==> src/hw/rtl/assert_macros.svh <==
// Assertion macros for the RTL files.
`ifndef ASSERT_MACROS_SVH
`define ASSERT_MACROS_SVH
`ifndef NO_ASSERTIONS
`define ASSERT_IMPLY(label, clk, rst, a, b) \
   label: assert property (@(posedge clk) disable iff (rst) (a) |-> (b)) else $error("assert");
`define ASSERT_NEXT(label, clk, rst, a, b) \
   label: assert property (@(posedge clk) disable iff (rst) (a) |=> (b)) else $error("assert");
`else
`define ASSERT_IMPLY(label, clk, rst, a, b)
`define ASSERT_NEXT(label, clk, rst, a, b)
`endif
`endif

==> src/hw/rtl/bbcs_pkg.sv <==
// Package with widths, constants and types of the box bounce block.
package bbcs_pkg;
   localparam int MaxBoxes = 64;
   localparam int IdxW = (MaxBoxes > 1) ? $clog2(MaxBoxes) : 1;
   localparam int CntW = $clog2(MaxBoxes + 1);
   localparam int PosW = 18;
   localparam int VelW = 12;
   localparam int SizeW = 16;
   localparam int ScrW = 9;
   localparam int CsrIdxW = 1;
   localparam int CsrDataW = 9;
   localparam logic [CsrIdxW-1:0] CSR_WIDTH = 1'b0;
   localparam logic [CsrIdxW-1:0] CSR_HEIGHT = 1'b1;
   localparam logic ACT_LOAD = 1'b0;
   localparam logic ACT_TICK = 1'b1;
   localparam logic signed [PosW-1:0] POS_MAX = 18'sh1FFFF;
   localparam logic signed [PosW-1:0] POS_MIN = -18'sh20000;
   localparam logic signed [VelW-1:0] VEL_MAX = 12'sh7FF;
   localparam logic signed [VelW-1:0] VEL_MIN = -12'sh800;

   typedef struct packed {
      logic [PosW-1:0] px;
      logic [PosW-1:0] py;
      logic [VelW-1:0] vx;
      logic [VelW-1:0] vy;
      logic [SizeW-1:0] w;
      logic [SizeW-1:0] h;
   } box_type;

   // Datapath commands from the controller.
   typedef struct packed {
      logic load;       // write the load request into its slot
      logic rd_i;       // read box i into the working registers
      logic step_i;     // move and bounce box i
      logic rd_j;       // read box j
      logic pair;       // collide box i with box j, write j back
      logic wr_i;       // write box i back and capture the response
      logic [IdxW-1:0] i;
      logic [IdxW-1:0] j;
   } cmd_type;

   function automatic logic signed [PosW-1:0] sat_pos(input logic signed [21:0] v);
      if (v > 22'(POS_MAX)) return POS_MAX;
      if (v < 22'(POS_MIN)) return POS_MIN;
      return v[PosW-1:0];
   endfunction

   function automatic logic signed [VelW-1:0] neg_vel(input logic signed [VelW-1:0] v);
      if (v == VEL_MIN) return VEL_MAX;
      return -v;
   endfunction
endpackage

==> src/hw/rtl/bbcs_ctrl.sv <==
// Controller: sequences loads, per-box steps, pair checks and responses.
module bbcs_ctrl (
   input  logic clock,
   input  logic reset,
   input  logic req_fire,
   input  logic req_action,
   input  logic [bbcs_pkg::IdxW-1:0] req_index,
   input  logic [bbcs_pkg::CntW-1:0] req_count,
   input  logic rsp_ready,
   output logic req_ready,
   output logic rsp_valid,
   output logic [bbcs_pkg::IdxW-1:0] rsp_index,
   output logic rsp_last,
   output bbcs_pkg::cmd_type cmd
);
   import bbcs_pkg::*;

   localparam logic [2:0] ST_IDLE = 3'd0;
   localparam logic [2:0] ST_RDI = 3'd1;
   localparam logic [2:0] ST_STEP = 3'd2;
   localparam logic [2:0] ST_RDJ = 3'd3;
   localparam logic [2:0] ST_PAIR = 3'd4;
   localparam logic [2:0] ST_WR = 3'd5;
   localparam logic [2:0] ST_OUT = 3'd6;

   logic [2:0] state_ff, state_in;
   logic [CntW-1:0] cnt_ff, cnt_in, i_ff, i_in, j_ff, j_in;
   logic [CntW-1:0] cnt_sat;

   assign cnt_sat = (req_count > CntW'(MaxBoxes)) ? CntW'(MaxBoxes) : req_count;

   always_comb begin
      state_in = state_ff;
      cnt_in = cnt_ff; i_in = i_ff; j_in = j_ff;
      cmd = '0;
      cmd.i = i_ff[IdxW-1:0];
      cmd.j = j_ff[IdxW-1:0];
      case (state_ff)
         ST_IDLE: begin
            if (req_fire) begin
               if (req_action == ACT_LOAD) begin
                  cmd.load = 1'b1;
                  cmd.i = req_index;
               end else if (cnt_sat != '0) begin
                  cnt_in = cnt_sat; i_in = '0; state_in = ST_RDI;
               end
            end
         end
         ST_RDI: begin cmd.rd_i = 1'b1; state_in = ST_STEP; end
         ST_STEP: begin
            cmd.step_i = 1'b1;
            j_in = i_ff + 1'b1;
            state_in = (i_ff + 1'b1 < cnt_ff) ? ST_RDJ : ST_WR;
         end
         ST_RDJ: begin cmd.rd_j = 1'b1; state_in = ST_PAIR; end
         ST_PAIR: begin
            cmd.pair = 1'b1;
            j_in = j_ff + 1'b1;
            state_in = (j_ff + 1'b1 < cnt_ff) ? ST_RDJ : ST_WR;
         end
         ST_WR: begin cmd.wr_i = 1'b1; state_in = ST_OUT; end
         ST_OUT: begin
            if (rsp_ready) begin
               i_in = i_ff + 1'b1;
               state_in = (i_ff + 1'b1 < cnt_ff) ? ST_RDI : ST_IDLE;
            end
         end
         default: state_in = ST_IDLE;
      endcase
   end

   always_ff @(posedge clock) begin
      if (reset) state_ff <= ST_IDLE;
      else state_ff <= state_in;
      cnt_ff <= cnt_in; i_ff <= i_in; j_ff <= j_in;
   end

   assign req_ready = (state_ff == ST_IDLE);
   assign rsp_valid = (state_ff == ST_OUT);
   assign rsp_index = i_ff[IdxW-1:0];
   assign rsp_last = (i_ff + 1'b1 == cnt_ff);
endmodule

==> config.mk <==
export PLATFORM = sky130hd
export DESIGN_NAME = bbcs_ctrl
export DESIGN_NICKNAME = d
export VERILOG_FILES = /design/src/hw/rtl/assert_macros.svh /design/src/hw/rtl/bbcs_pkg.sv /design/src/hw/rtl/bbcs_ctrl.sv
export SDC_FILE = /design/constraint.sdc
export NUM_CORES = 1
export LEC_CHECK = 0
export ABC_AREA = 0
export BUFFER_PORTS_ARGS = -buffer_cell sky130_fd_sc_hd__buf_4
export CAP_MARGIN = 30
export CORE_MARGIN = 2
export CORE_UTILIZATION = 57
export CTS_CLUSTER_SIZE = 24
export DETAILED_ROUTE_END_ITERATION = 6
export PLACE_DENSITY = 0.85
export SLEW_MARGIN = 10
export SYNTH_ARGS = -nofsm -noshare
export SYNTH_HDL_FRONTEND = slang
export SYNTH_SLANG_ARGS = --single-unit
==> constraint.sdc <==
create_clock -name clock -period 5.4 [get_ports clock]
set_clock_uncertainty 0.1 [all_clocks]
set_input_delay 0 -clock clock [delete_from_list [all_inputs] [get_ports clock]]
set_output_delay 0 -clock clock [all_outputs]
set_load 0.02 [all_outputs]
Word-level counts from Yosys, hierarchy flattened
Cells that the tools add are included.

operators by class
  add/sub/neg operators = 2
  $lt $le $gt $ge = 3
  equal/unequal tests = 11
  mux-type cells = 26
  reduce and logical (&&, ||, !) cells = 7

operators with widths
  kind                                                    number
  two-way mux 7 bit                                       5
  case mux 7 bit (2 select lines)                         2
  case mux 3 bit (7 select lines)                         1
  two-way mux 3 bit                                       6
  two-way mux 6 bit                                       3
  adder 7 x 1 -> 7 bit (second input constant)            2
  < comparator 7 bit                                      2
  equality test 3 bit (second input constant)             3
  two-way mux 1 bit                                       9
  AND reduction 4 bit                                     2
  equality test 7 bit                                     1
  greater-than comparator 7 bit (second input constant)   1
  nonzero test 7 bit                                      1
  equality test 3 x 2 -> 1 bit (second input constant)    2
  inequality test 2 bit (second input constant)           3
  AND reduction 5 bit                                     1
  nonzero test 2 bit                                      2
  equality test 3 x 1 -> 1 bit (second input constant)    1
  zero test 3 bit                                         1
  inequality test 2 x 1 -> 1 bit (second input constant)  1

storage, ports and cells
  bits in registers = 24
  bits of input ports = 18
  output and inout port bits = 27
  word-level logic and storage cells = 53

Depth between registers and ports, before layout
Gate-level depths: netlist of run 1.

  depth after elaboration = 7
  mapped depth = 10
  mapped depth without buffers = 10

Worst setup path after synthesis of run 1
OpenSTA, ideal clock, no wires.

  path type = register -> register
  start = register i_ff[0]
  end = register state_ff[0]
  setup time = 0.091 ns
  arrival time = 2.107 ns
  required time = 5.209 ns
  path slack = 3.102 ns
  stages on the path, launching flop included = 10
  path buffers = 0
  period minus slack after synthesis = 2.298 ns
  cell sequence = edfxtp_1 > ha_1 > nand3_1 > xor2_1 > inv_1 > ha_1 > a211o_1 > a21oi_1 > nand3_1 > a311oi_1

on the way
  word-level cells in the longest chain between the ends = 5

RTL lines
  item                             RTL line         text
  start: declaration               bbcs_ctrl.sv:27  logic [CntW-1:0] cnt_ff, cnt_in, i_ff, i_in, j_ff, j_in;
  start signal: assignment         bbcs_ctrl.sv:75  cnt_ff <= cnt_in; i_ff <= i_in; j_ff <= j_in;
  adder 7 x 1 -> 7 bit             bbcs_ctrl.sv:65  state_in = (i_ff + 1'b1 < cnt_ff) ? ST_RDI : ST_IDLE;
  < comparator 7 bit               bbcs_ctrl.sv:65
  two-way mux 1 bit                bbcs_ctrl.sv:65
  two-way mux 3 bit                bbcs_ctrl.sv:63  if (rsp_ready) begin
  case mux 3 bit (7 select lines)  bbcs_ctrl.sv:38  case (state_ff)
  end signal: assignment           bbcs_ctrl.sv:74  else state_ff <= state_in;
  end: declaration                 bbcs_ctrl.sv:26  logic [2:0] state_ff, state_in;

No other way between the ends. The select of a mux whose other input is x is not followed.
A chain may end at the register's enable or synchronous reset.

Worst setup path in the final report of run 1
Same ends and word-level chain as after synthesis.

==> impl_metrics.json, run 1 <==
{
  "dr.pass1.iters": 4,
  "area_growth_pct": 21.5,
  "rr_worst_depth": 9,
  "grt_start_max_net_pins": 14,
  "syn_area_per_cell_um2": 10.1,
  "p_leak_nw": 0.922,
  "startpoint": "i_ff[0]$_SDFFCE_PN0P_",
  "final-setup-viol-count": 0,
  "hold_class": "in2reg",
  "root_buffer": "clkbuf_4",
  "ioPinCount": 45,
  "synth_edf_count": 21,
  "yosysTopAreaCellShare_pct": 36.0,
  "clk_latency_ns": 0.33,
  "yosys_warnings": 0,
  "cts_buffers": 3,
  "viasPerCell": 5.75,
  "cts_hold_buffers": 9,
  "start_kind": "flop",
  "ys_types": 41,
  "crit_fanout": 8,
  "slew_viol_final": 0,
  "synth_top_cell_by_area": "edfxtp_1",
  "fin_crit_ns": 2.58,
  "p_total_w": 0.000411,
  "arrival_ns": 2.72,
  "placeableCoreArea_um2": 2980,
  "num_vias": 1420,
  "multiInputGateArea_um2": 901,
  "cts_buffer_depth": 2,
  "outcome": "finished, final reports clean",
  "cts_resized": 0,
  "dp.final_hpwl_um": 2930,
  "grt_pass1_wl_um": 6070,
  "die_area_um2": 3530,
  "regToRegSetupSlack_ns": 2.82,
  "power_density_nw_per_um2": 193,
  "layout-drive-gt1-share_pct": 29.0,
  "critPathCapture": "state_ff[0]$_SDFFE_PP0P_",
  "rsz0062_at_grt": "no",
  "tightestPinTransition_ns": 0.880,
  "yosysSeqAreaShare_pct": 39.4,
  "layoutNonFillerInstCount": 247,
  "slew_headroom_pct": 41.1,
  "clkTransAtPathRegs_ns": 0.15,
  "postRouteWirelength_um": 3830,
  "yosysMostFrequentCell": "edfxtp_1",
  "worstReg2RegStart": "i_ff[0]$_SDFFCE_PN0P_",
  "post_drt_wl_per_cell_um": 15.5,
  "required_ns": 5.54,
  "htree_levels": 1,
  "overflow": 0,
  "die_w_um": 59.4,
  "async_reset_ff_share_pct": 0,
  "tns_ns": 0,
  "place.gp.congestion": 0.827,
  "yosys-top-cells-area": "edfxtp_1, ha_1, mux2_2, buf_4, dfxtp_1",
  "hold_violations": 0,
  "syn-num-nets": 206,
  "port_buffers": 44,
  "synth_seq_cells": 24,
  "place_inst": 234,
  "met1_length_um": 1560,
  "worstSetupEndpointType": "flop",
  "nFillCells": 211,
  "crit_type": "reg2reg",
  "top_layer_used": "met4",
  "antennaDiodeCount": 0,
  "synth_ff_type": "edfxtp_1",
  "antenna_found_initial": 0,
  "yosys-top-cells-count": "edfxtp_1, ha_1, buf_4, inv_1, nor2_1",
  "nets": 248,
  "first_global_vias": 1381,
  "fin_crit_sh_pct": 47.9,
  "drt_iter0_markers": 44,
  "syn_area_um2": 1750,
  "grt_usage_pct": 23.5,
  "timing.rr.end": "state_ff[0]$_SDFFE_PP0P_",
  "syn_inst": 173,
  "start_util_pct": 58.8,
  "ant_nets": 0,
  "dieHeight_um": 59.4,
  "rows": 20,
  "max_freq_mhz": 387,
  "met3_wirelength_um": 190,
  "cts_tree": "yes",
  "cts.sinks": 24,
  "drc": 0,
  "met2_length_um": 1980,
  "post_cts_buffers": 0,
  "drv_cap": 0,
  "ir_drop_v": 0.000128,
  "seqCellArea_um2": 691
}
[registers in the layout (all words and copies together), names as in the netlist]
signal / cells
cnt_ff: 7
state_ff: 3
i_ff: 7
j_ff: 7
[stage by stage]
step	utilization (%)	hold slack (ns)	area (um^2)	worst slack [ns]
4_1_cts	71.5	0.0961	2130	2.81
5_1_grt	71.5	0.103	2130	2.59
2_1_floorplan	-	-0.0512	1750	3.10
3_3_place_gp	67.6	0.137	2010	2.98
3_5_place_dp	67.6	0.148	2010	2.88
6_report	71.5	0.0896	2130	2.82
[worst max-delay path, stage by stage (launching register included)]
cell	delay (ns)
edfxtp_1	0.53
ha_1	0.28
nand3_1	0.13
xor2_1	0.20
inv_1	0.08
ha_1	0.29
a211o_1	0.29
a21oi_1	0.22
nand3_1	0.10
a311oi_1	0.27
[cells in the final DEF, fill, tap and decap left out, drive strengths merged, types with 2 or more instances in the layout]
cell type and count:
buf 44, nor3 2, o21ai 3, and3 2, nand3 10, and2 3
ha 15, dlygate4sd3 9, inv 13, xor2 5, a21oi 6, nand3b 2
a21o 3, mux2 10, mux2i 3, nor2 14, dfxtp 3, nand4 2
edfxtp 21, nor2b 9, xnor2 5, clkbuf 4, nand2 9, nand2b 3
[layout make-up]
type	count	share of cell area, %
Multi-Input combinational cell	120	42.3
Inverter	13	2.29
Sequential cell	24	32.5
Tap cell	33	1.94
Clock buffer	4	1.23
Timing Repair Buffer	53	19.8
[power breakdown]
group / switching (W) / internal (W)
Clock: 0.0000588 / 0.0000290
Sequential: 0.00000848 / 0.000211
Combinational: 0.0000539 / 0.0000499
Total: 0.000121 / 0.000290
[routing by layer]
metal  global-route usage, %  vias up
li1                        -      683
met1                    28.0      661
met2                    41.3       63
met3                    3.49       13
met4                    11.0        0
met5                       0        -
[cell families (layout without fill, tap and decap cells)]
family          Yosys count  in the layout  share of synthesized area, %
flops                    24             24                          39.4
mux                      13             13                          8.14
fa+ha+maj                15             15                          10.7
xor+xnor                 10             10                          5.00
compound gates           21             21                          8.14
buf+inv                  29             70                          9.14
simple gates             61             61                          19.4
[worst min-delay path by stage]
stage,start,endpoint,depth (start not counted)
6_report,req_action,cnt_ff[0]$_DFFE_PP_,3
5_1_grt,req_action,cnt_ff[0]$_DFFE_PP_,3
4_1_cts,req_action,cnt_ff[0]$_DFFE_PP_,3
3_5_place_dp,req_count[6],cnt_ff[6]$_DFFE_PP_,1
3_3_place_gp,req_count[6],cnt_ff[6]$_DFFE_PP_,1
2_1_floorplan,req_action,cmd[17],1
Note: power is estimated with default switching activity, not from simulation.
==> run 2, diff against run 1 <==
--- a/config.mk
+++ b/config.mk
@@ -5,14 +5,14 @@
 export SDC_FILE = /design/constraint.sdc
 export NUM_CORES = 1
 export LEC_CHECK = 0
-export ABC_AREA = 0
+export ABC_AREA = 1
 export BUFFER_PORTS_ARGS = -buffer_cell sky130_fd_sc_hd__buf_4
 export CAP_MARGIN = 30
 export CORE_MARGIN = 2
-export CORE_UTILIZATION = 57
+export CORE_UTILIZATION = 48
 export CTS_CLUSTER_SIZE = 24
 export DETAILED_ROUTE_END_ITERATION = 6
-export PLACE_DENSITY = 0.85
+export PLACE_DENSITY = 0.76
 export SLEW_MARGIN = 10
 export SYNTH_ARGS = -nofsm -noshare
 export SYNTH_HDL_FRONTEND = slang
==> constraint.sdc (replaced) <==
create_clock -name clock -period 2.3 [get_ports clock]
set_clock_uncertainty 0.1 [all_clocks]
set_input_delay 0 -clock clock [delete_from_list [all_inputs] [get_ports clock]]
set_output_delay 0 -clock clock [all_outputs]
set_load 0.02 [all_outputs]
==> run 2 against run 1 <==
  * The run now ends with negative hold slack, negative setup slack left
  * Worst hold slack got worse by 0.11 ns
  * Total power increased to 7.6 times the previous value
  * Global-route usage decreased by 3.8 points
  * Critical endpoint is now rsp_last
  * Largest cell class unchanged
  * Highest routed layer unchanged
==> impl_metrics.json, run 2 <==
{
  "multiInputGateArea_um2": 926,
  "cts_buffer_depth": 2,
  "yosysSeqAreaShare_pct": 39.3,
  "port_buffers": 44,
  "clkTransAtPathRegs_ns": 0.14,
  "yosys-top-cells-area": "edfxtp_1, ha_1, nand2_1, inv_1, nor2_1",
  "final_common_cell": "buf_4",
  "slowest_delay_ns": 0.43,
  "final-setup-viol-count": 1,
  "htree_levels": 1,
  "yosys-top-cells-count": "nand2_1, inv_1, nor2_1",
  "outcome": "finished, violations left",
  "p_leak_nw": 1.21,
  "ant_nets": 0,
  "ys_types": 25,
  "rsz0062_at_grt": "yes",
  "largestRegisters": "cnt_ff (7), i_ff (7), j_ff (7)",
  "required_ns": 2.20,
  "p_total_w": 0.00311,
  "p_seq_share_pct": 28.2,
  "seqCellArea_um2": 691,
  "place.gp.congestion": 0.914,
  "placeableCoreArea_um2": 3420,
  "cts_tree": "yes",
  "grt_start_max_net_pins": 14,
  "num_vias": 1531,
  "max_freq_mhz": 428,
  "hold_class": "in2reg",
  "drt_iter0_markers": 94,
  "crit_top_cell": "ha_4",
  "postRouteWirelength_um": 3900,
  "layout-drive-gt1-share_pct": 28.9,
  "cts.sinks": 24,
  "ir_drop_v": 0.000658,
  "overflow": 0,
  "die_area_um2": 4160,
  "grt_usage_pct": 19.8,
  "area_growth_pct": 35.7,
  "worstSetupEndpointType": "output pin",
  "fin_ws_ns": -0.0338,
  "async_reset_ff_share_pct": 0,
  "slew_headroom_pct": 52.5,
  "synth_edf_count": 21,
  "antenna_found_initial": 0,
  "post_drt_wl_per_cell_um": 12.0,
  "p_clk_share_pct": 7.4,
  "fin_crit_sh_pct": 101,
  "tns_ns": -0.0338,
  "rows": 21,
  "syn_area_per_cell_um2": 7.77,
  "crit_fanout": 3,
  "slew_viol_final": 0,
  "ioPinCount": 45,
  "clk_latency_ns": 0.33,
  "syn_inst": 226,
  "p_switching_w": 0.00147,
  "dieHeight_um": 64.5,
  "synth_top_cell_by_area": "edfxtp_1",
  "switching_share_pct": 47.3,
  "p_comb_share_pct": 64.4,
  "synth_seq_cells": 24,
  "yosysMostFrequentCell": "nand2_1",
  "nets": 314,
  "cp_slowest_cell": "edfxtp_1",
  "fin_hold_ws_ns": -0.0224,
  "viasPerCell": 4.70,
  "die_w_um": 64.5,
  "yosysTopAreaCellShare_pct": 35.9,
  "drv_cap": 0,
  "start_kind": "flop",
  "yosys_warnings": 0,
  "drc": 0,
  "nFillCells": 269,
  "dr.pass1.iters": 4,
  "hold_violations": 1,
  "syn-num-nets": 259,
  "power_density_nw_per_um2": 1310,
  "p_int_w": 0.00164,
  "layout_common_cells": "buf_4, nand2_1, inv_1",
  "fin_crit_ns": 2.33,
  "first_global_vias": 1502,
  "antennaDiodeCount": 0,
  "synth_ff_type": "edfxtp_1",
  "crit_chain": "ha_4, nand4_1, nor2_1, xor2_1, inv_1, ha_4, nand2_4, nor3_4, buf_6",
  "syn_area_um2": 1760,
  "tightestPinTransition_ns": 0.713,
  "root_buffer": "clkbuf_4",
  "start_util_pct": 51.4,
  "dp.final_hpwl_um": 2960,
  "grt_pass1_wl_um": 6390,
  "crit_type": "reg2out",
  "cts_buffers": 3,
  "violations": "negative hold slack, negative setup slack",
  "arrival_ns": 2.23
}
[run 2: cell types whose count changed in the layout (fill, tap and decap cells not counted), moves of 4 or more]
cell,delta
buf_4,+9
ha_1,-4
ha_4,+4
inv_1,+25
inv_2,+5
mux2_2,-10
nand2_1,+36
nand3_1,+4
nor2_1,+16
nor2b_1,-9
o21ai_0,+4
xnor2_1,-5
[run 2: worst paths after layout]
path | end | start | slack [ns] | cells after the start
hold reg to reg | state_ff[0]$_SDFFE_PP0P_ | state_ff[1]$_SDFFE_PP0P_ | 0.54 | 2
setup / recovery | rsp_last | i_ff[1]$_SDFFCE_PN0P_ | -0.03 | 9
setup reg to reg | state_ff[2]$_SDFFE_PP0P_ | i_ff[1]$_SDFFCE_PN0P_ | 0.02 | 14
hold / removal | state_ff[2]$_SDFFE_PP0P_ | rsp_ready | -0.02 | 5
[run 2: per-layer routing]
| metal | track usage [%] | up-vias | share of wire, % |
|---|---|---|---|
| li1 | - | 813 | - |
| met1 | 25.8 | 665 | 43 |
| met2 | 33.3 | 48 | 50 |
| met3 | 2.60 | 5 | 5.0 |
| met4 | 7.71 | 0 | 1.2 |
| met5 | 0 | - | 0 |
[run 2: cells by family after synthesis]
kind of cell / Yosys count / share of synthesized area [%]
flops: 24 / 39.3
buf+inv: 57 / 14.8
simple gates: 106 / 26.2
mux: 1 / 0.570
xor+xnor: 8 / 3.99
fa+ha+maj: 15 / 10.7
compound gates: 15 / 4.42
[run 2: worst max-delay path, delay by kind of cell, from the launching register on]
family                     cells  cell delay (ns)
and+or+nand+nor                4             0.51
buffers and inverters          2             0.25
xor gates and xnor gates       1             0.25
adders and majority gates      2             0.45
DFF                            1             0.43
[run 2: area by class of cell]
| class | count | area share [%] |
|---|---|---|
| Timing Repair Buffer | 64 | 21.4 |
| Multi-Input combinational cell | 145 | 38.9 |
| Sequential cell | 24 | 29.0 |
| Inverter | 43 | 6.78 |
| Clock buffer | 4 | 1.52 |
| Tap cell | 46 | 2.42 |
[run 2: what timing repair did]
action	4_1_cts	5_1_grt
hold buffers	9	0
hold endpoints to repair	10	0
setup buffers	0	3
pin swaps	1	11
resized for setup	2	21
setup endpoints to repair	1	4
[run 2: metrics by stage]
| stage | worst slack [ns] | util [%] | instance area (um^2) | hold WS, ns | std cells |
|---|---|---|---|---|---|
| after floorplan | 0.0646 | - | 1760 | 0.0642 | 226 |
| after global placement | 0.145 | 61.6 | 2100 | 0.129 | 310 |
| after detailed placement | 0.0492 | 61.6 | 2100 | 0.132 | 310 |
| after CTS | 0.0342 | 65.5 | 2240 | 0.00294 | 323 |
| after global routing | -0.149 | 69.7 | 2380 | 0.0367 | 326 |
| final | -0.0338 | 69.7 | 2380 | -0.0224 | 326 |
[run 2: power by group through the flow]
stage / sequential, W / combinational, W / clock [W]
floorplan: 0.000842 / 0.00125 / 0
global placement: 0.000851 / 0.00175 / 0
detailed placement: 0.000857 / 0.00178 / 0
CTS: 0.000848 / 0.00182 / 0.000224
global route: 0.000894 / 0.00225 / 0.000244
finish: 0.000877 / 0.00200 / 0.000230
==> run 3, diff against run 2 <==
--- a/config.mk
+++ b/config.mk
@@ -5,14 +5,15 @@
 export SDC_FILE = /design/constraint.sdc
 export NUM_CORES = 1
 export LEC_CHECK = 0
-export ABC_AREA = 1
 export BUFFER_PORTS_ARGS = -buffer_cell sky130_fd_sc_hd__buf_4
 export CAP_MARGIN = 30
 export CORE_MARGIN = 2
-export CORE_UTILIZATION = 48
+export CORE_UTILIZATION = 50
+export CTS_BUF_LIST = sky130_fd_sc_hd__clkbuf_4
 export CTS_CLUSTER_SIZE = 24
 export DETAILED_ROUTE_END_ITERATION = 6
-export PLACE_DENSITY = 0.76
+export GPL_TIMING_DRIVEN = 0
+export PLACE_DENSITY = 0.79
 export SLEW_MARGIN = 10
 export SYNTH_ARGS = -nofsm -noshare
 export SYNTH_HDL_FRONTEND = slang
==> run 3 against run 2 <==
  * The flow finishes with violations (negative setup slack)
  * Global-route usage up 1.1 points
  * Combinational power fell by 84%
  * Clock power is 7% lower
  * Register-to-register slack lost 0.08 ns
  * Utilization up 8.5 points
  * Setup slack got worse by 0.031 ns
  * Critical path depth stayed put
  * Total power is 66% lower
  * Flip-flop and latch count unchanged
  * Design area rose by 11%
  * Fmax down 1.3%
  * Critical endpoint is now state_ff[0]$_SDFFE_PP0P_
  * Largest cell class unchanged
  * Highest routed layer unchanged
==> impl_metrics.json, run 3 (synthesis gave the netlist of run 1 again) <==
{
  "hold_violations": 0,
  "viasPerCell": 5.26,
  "rsz0062_at_grt": "yes",
  "cts_tree": "yes",
  "fin_ws_ns": -0.0649,
  "max_freq_mhz": 423,
  "worstSetupEndpointType": "flop",
  "grt_usage_pct": 20.9,
  "cts.sinks": 24,
  "ioPinCount": 45,
  "drt_iter0_markers": 53,
  "critPathCapture": "state_ff[0]$_SDFFE_PP0P_",
  "start_kind": "flop",
  "dieHeight_um": 63.2,
  "slew_viol_final": 0,
  "rows": 21,
  "crit_fanout": 3,
  "seqCellArea_um2": 691,
  "final-setup-viol-count": 3,
  "num_vias": 1558,
  "first_global_vias": 1454,
  "cts_buffer_depth": 2,
  "nFillCells": 229,
  "arrival_ns": 2.51,
  "final_core_util_pct": 78.3,
  "ir_drop_v": 0.000284,
  "clk_latency_ns": 0.32,
  "startpoint": "i_ff[1]$_SDFFCE_PN0P_",
  "dr.pass1.iters": 4,
  "regToRegSetupSlack_ns": -0.06,
  "hold_class": "in2reg",
  "final_common_cell": "buf_4",
  "slew_headroom_pct": 51.9,
  "place_ws_ns": -0.270,
  "largestRegisters": "cnt_ff (7), i_ff (7), j_ff (7)",
  "p_leak_nw": 1.12,
  "grt_start_max_net_pins": 14,
  "fin_crit_sh_pct": 103,
  "htree_levels": 1,
  "dp.final_hpwl_um": 2680,
  "timing.rr.end": "state_ff[0]$_SDFFE_PP0P_",
  "port_buffers": 44,
  "antenna_found_initial": 0,
  "clkTransAtPathRegs_ns": 0.14,
  "fin_crit_ns": 2.36,
  "tightestPinTransition_ns": 0.721,
  "drc": 0,
  "violations": "negative setup slack",
  "die_area_um2": 3990,
  "placeableCoreArea_um2": 3360,
  "layout-drive-gt1-share_pct": 47.2,
  "cts_buffers": 3,
  "grt_pass1_wl_um": 6540,
  "required_ns": 2.44,
  "ant_nets": 0,
  "postRouteWirelength_um": 4780,
  "drv_cap": 0,
  "post_drt_wl_per_cell_um": 16.2,
  "rr_worst_depth": 9,
  "layout_common_cells": "buf_4, edfxtp_1, dlygate4sd3_1",
  "crit_type": "reg2reg",
  "slowest_delay_ns": 0.47,
  "cp_slowest_cell": "edfxtp_1",
  "root_buffer": "clkbuf_4",
  "start_util_pct": 52.1,
  "area_growth_pct": 50.3,
  "overflow": 0,
  "p_total_w": 0.00105,
  "fin_hold_ws_ns": 0.100,
  "place.gp.congestion": 0.772,
  "crit_chain": "ha_2, nand3_4, xor2_2, inv_2, ha_4, a211o_1, a21oi_2, nand3_1, a311oi_2",
  "power_density_nw_per_um2": 398,
  "worstReg2RegStart": "i_ff[1]$_SDFFCE_PN0P_",
  "antennaDiodeCount": 0,
  "nets": 284,
  "multiInputGateArea_um2": 1100,
  "outcome": "finished, violations left",
  "die_w_um": 63.2
}
==> run 3: cell types whose count changed in the layout (fill, tap and decap cells not counted), moves of 9 or more <==
cell | before | now
buf_4 | 53 | 69
inv_1 | 38 | 10
mux2_2 | 0 | 10
nand2_1 | 45 | 9
nor2_1 | 29 | 11
nor2b_1 | 0 | 9
==> run 3: what timing repair did <==
action	4_1_cts	5_1_grt
buffers inserted	7	8
pin swaps	4	15
endpoints found under the setup margin	4	4
cloned	0	0
hold buffers	14	0
endpoints found under the hold margin	10	0
gates resized for setup	9	28
==> run 3: power by group <==
part,internal [W],switching [W],total (W)
Combinational,0.000162,0.000157,0.000320
Clock,0.0000796,0.000134,0.000213
Sequential,0.000495,0.0000204,0.000516
Total,0.000737,0.000311,0.00105
==> run 3: layout make-up <==
cell class | instances | area share, %
inverters | 13 | 1.85
clock buffers | 4 | 1.14
multi-input cells | 120 | 41.8
flip-flops and latches | 24 | 26.2
well taps | 46 | 2.19
repair buffers | 73 | 22.6
plain buffers | 16 | 4.23
==> run 3: how the worst min path moves through the flow <==
stage | from | end | slack (ns) | depth (start not counted)
3_3_place_gp | req_count[1] | cnt_ff[1]$_DFFE_PP_ | 0.21 | 2
4_1_cts | req_action | cnt_ff[1]$_DFFE_PP_ | 0.11 | 3
2_1_floorplan | req_action | cmd[17] | -0.05 | 1
6_report | req_action | cnt_ff[1]$_DFFE_PP_ | 0.10 | 3
5_1_grt | req_action | cnt_ff[1]$_DFFE_PP_ | 0.11 | 3
3_5_place_dp | reset | state_ff[1]$_SDFFE_PP0P_ | 0.20 | 3
==> run 3: per-stage QoR <==
stage	cell area [um^2]	cells	TNS, ns
floorplan	1750	173	0
global placement	2140	263	-0.666
detailed placement	2140	263	-0.672
CTS	2420	288	-0.000187
global route	2630	296	-0.445
finish	2630	296	-0.142
==> run 3: worst max-delay path, delay by kind of cell (launching register included) <==
| kind | cells | cell delay [ns] |
|---|---|---|
| and+or+nand+nor | 2 | 0.23 |
| xor gates and xnor gates | 1 | 0.23 |
| AOI/OAI and AO/OA | 3 | 0.69 |
| DFF | 1 | 0.47 |
| adders and majority gates | 2 | 0.46 |
| buffers and inverters | 1 | 0.10 |
==> run 3: metal layers <==
layer	vias to the layer above	global-route usage, %	part of all wire (%)	wire (um)
met5	-	0	0	0
met4	0	7.07	3.1	149
met3	15	2.32	4.0	190
met2	58	39.2	54	2600
met1	731	24.5	39	1840
li1	754	-	-	-
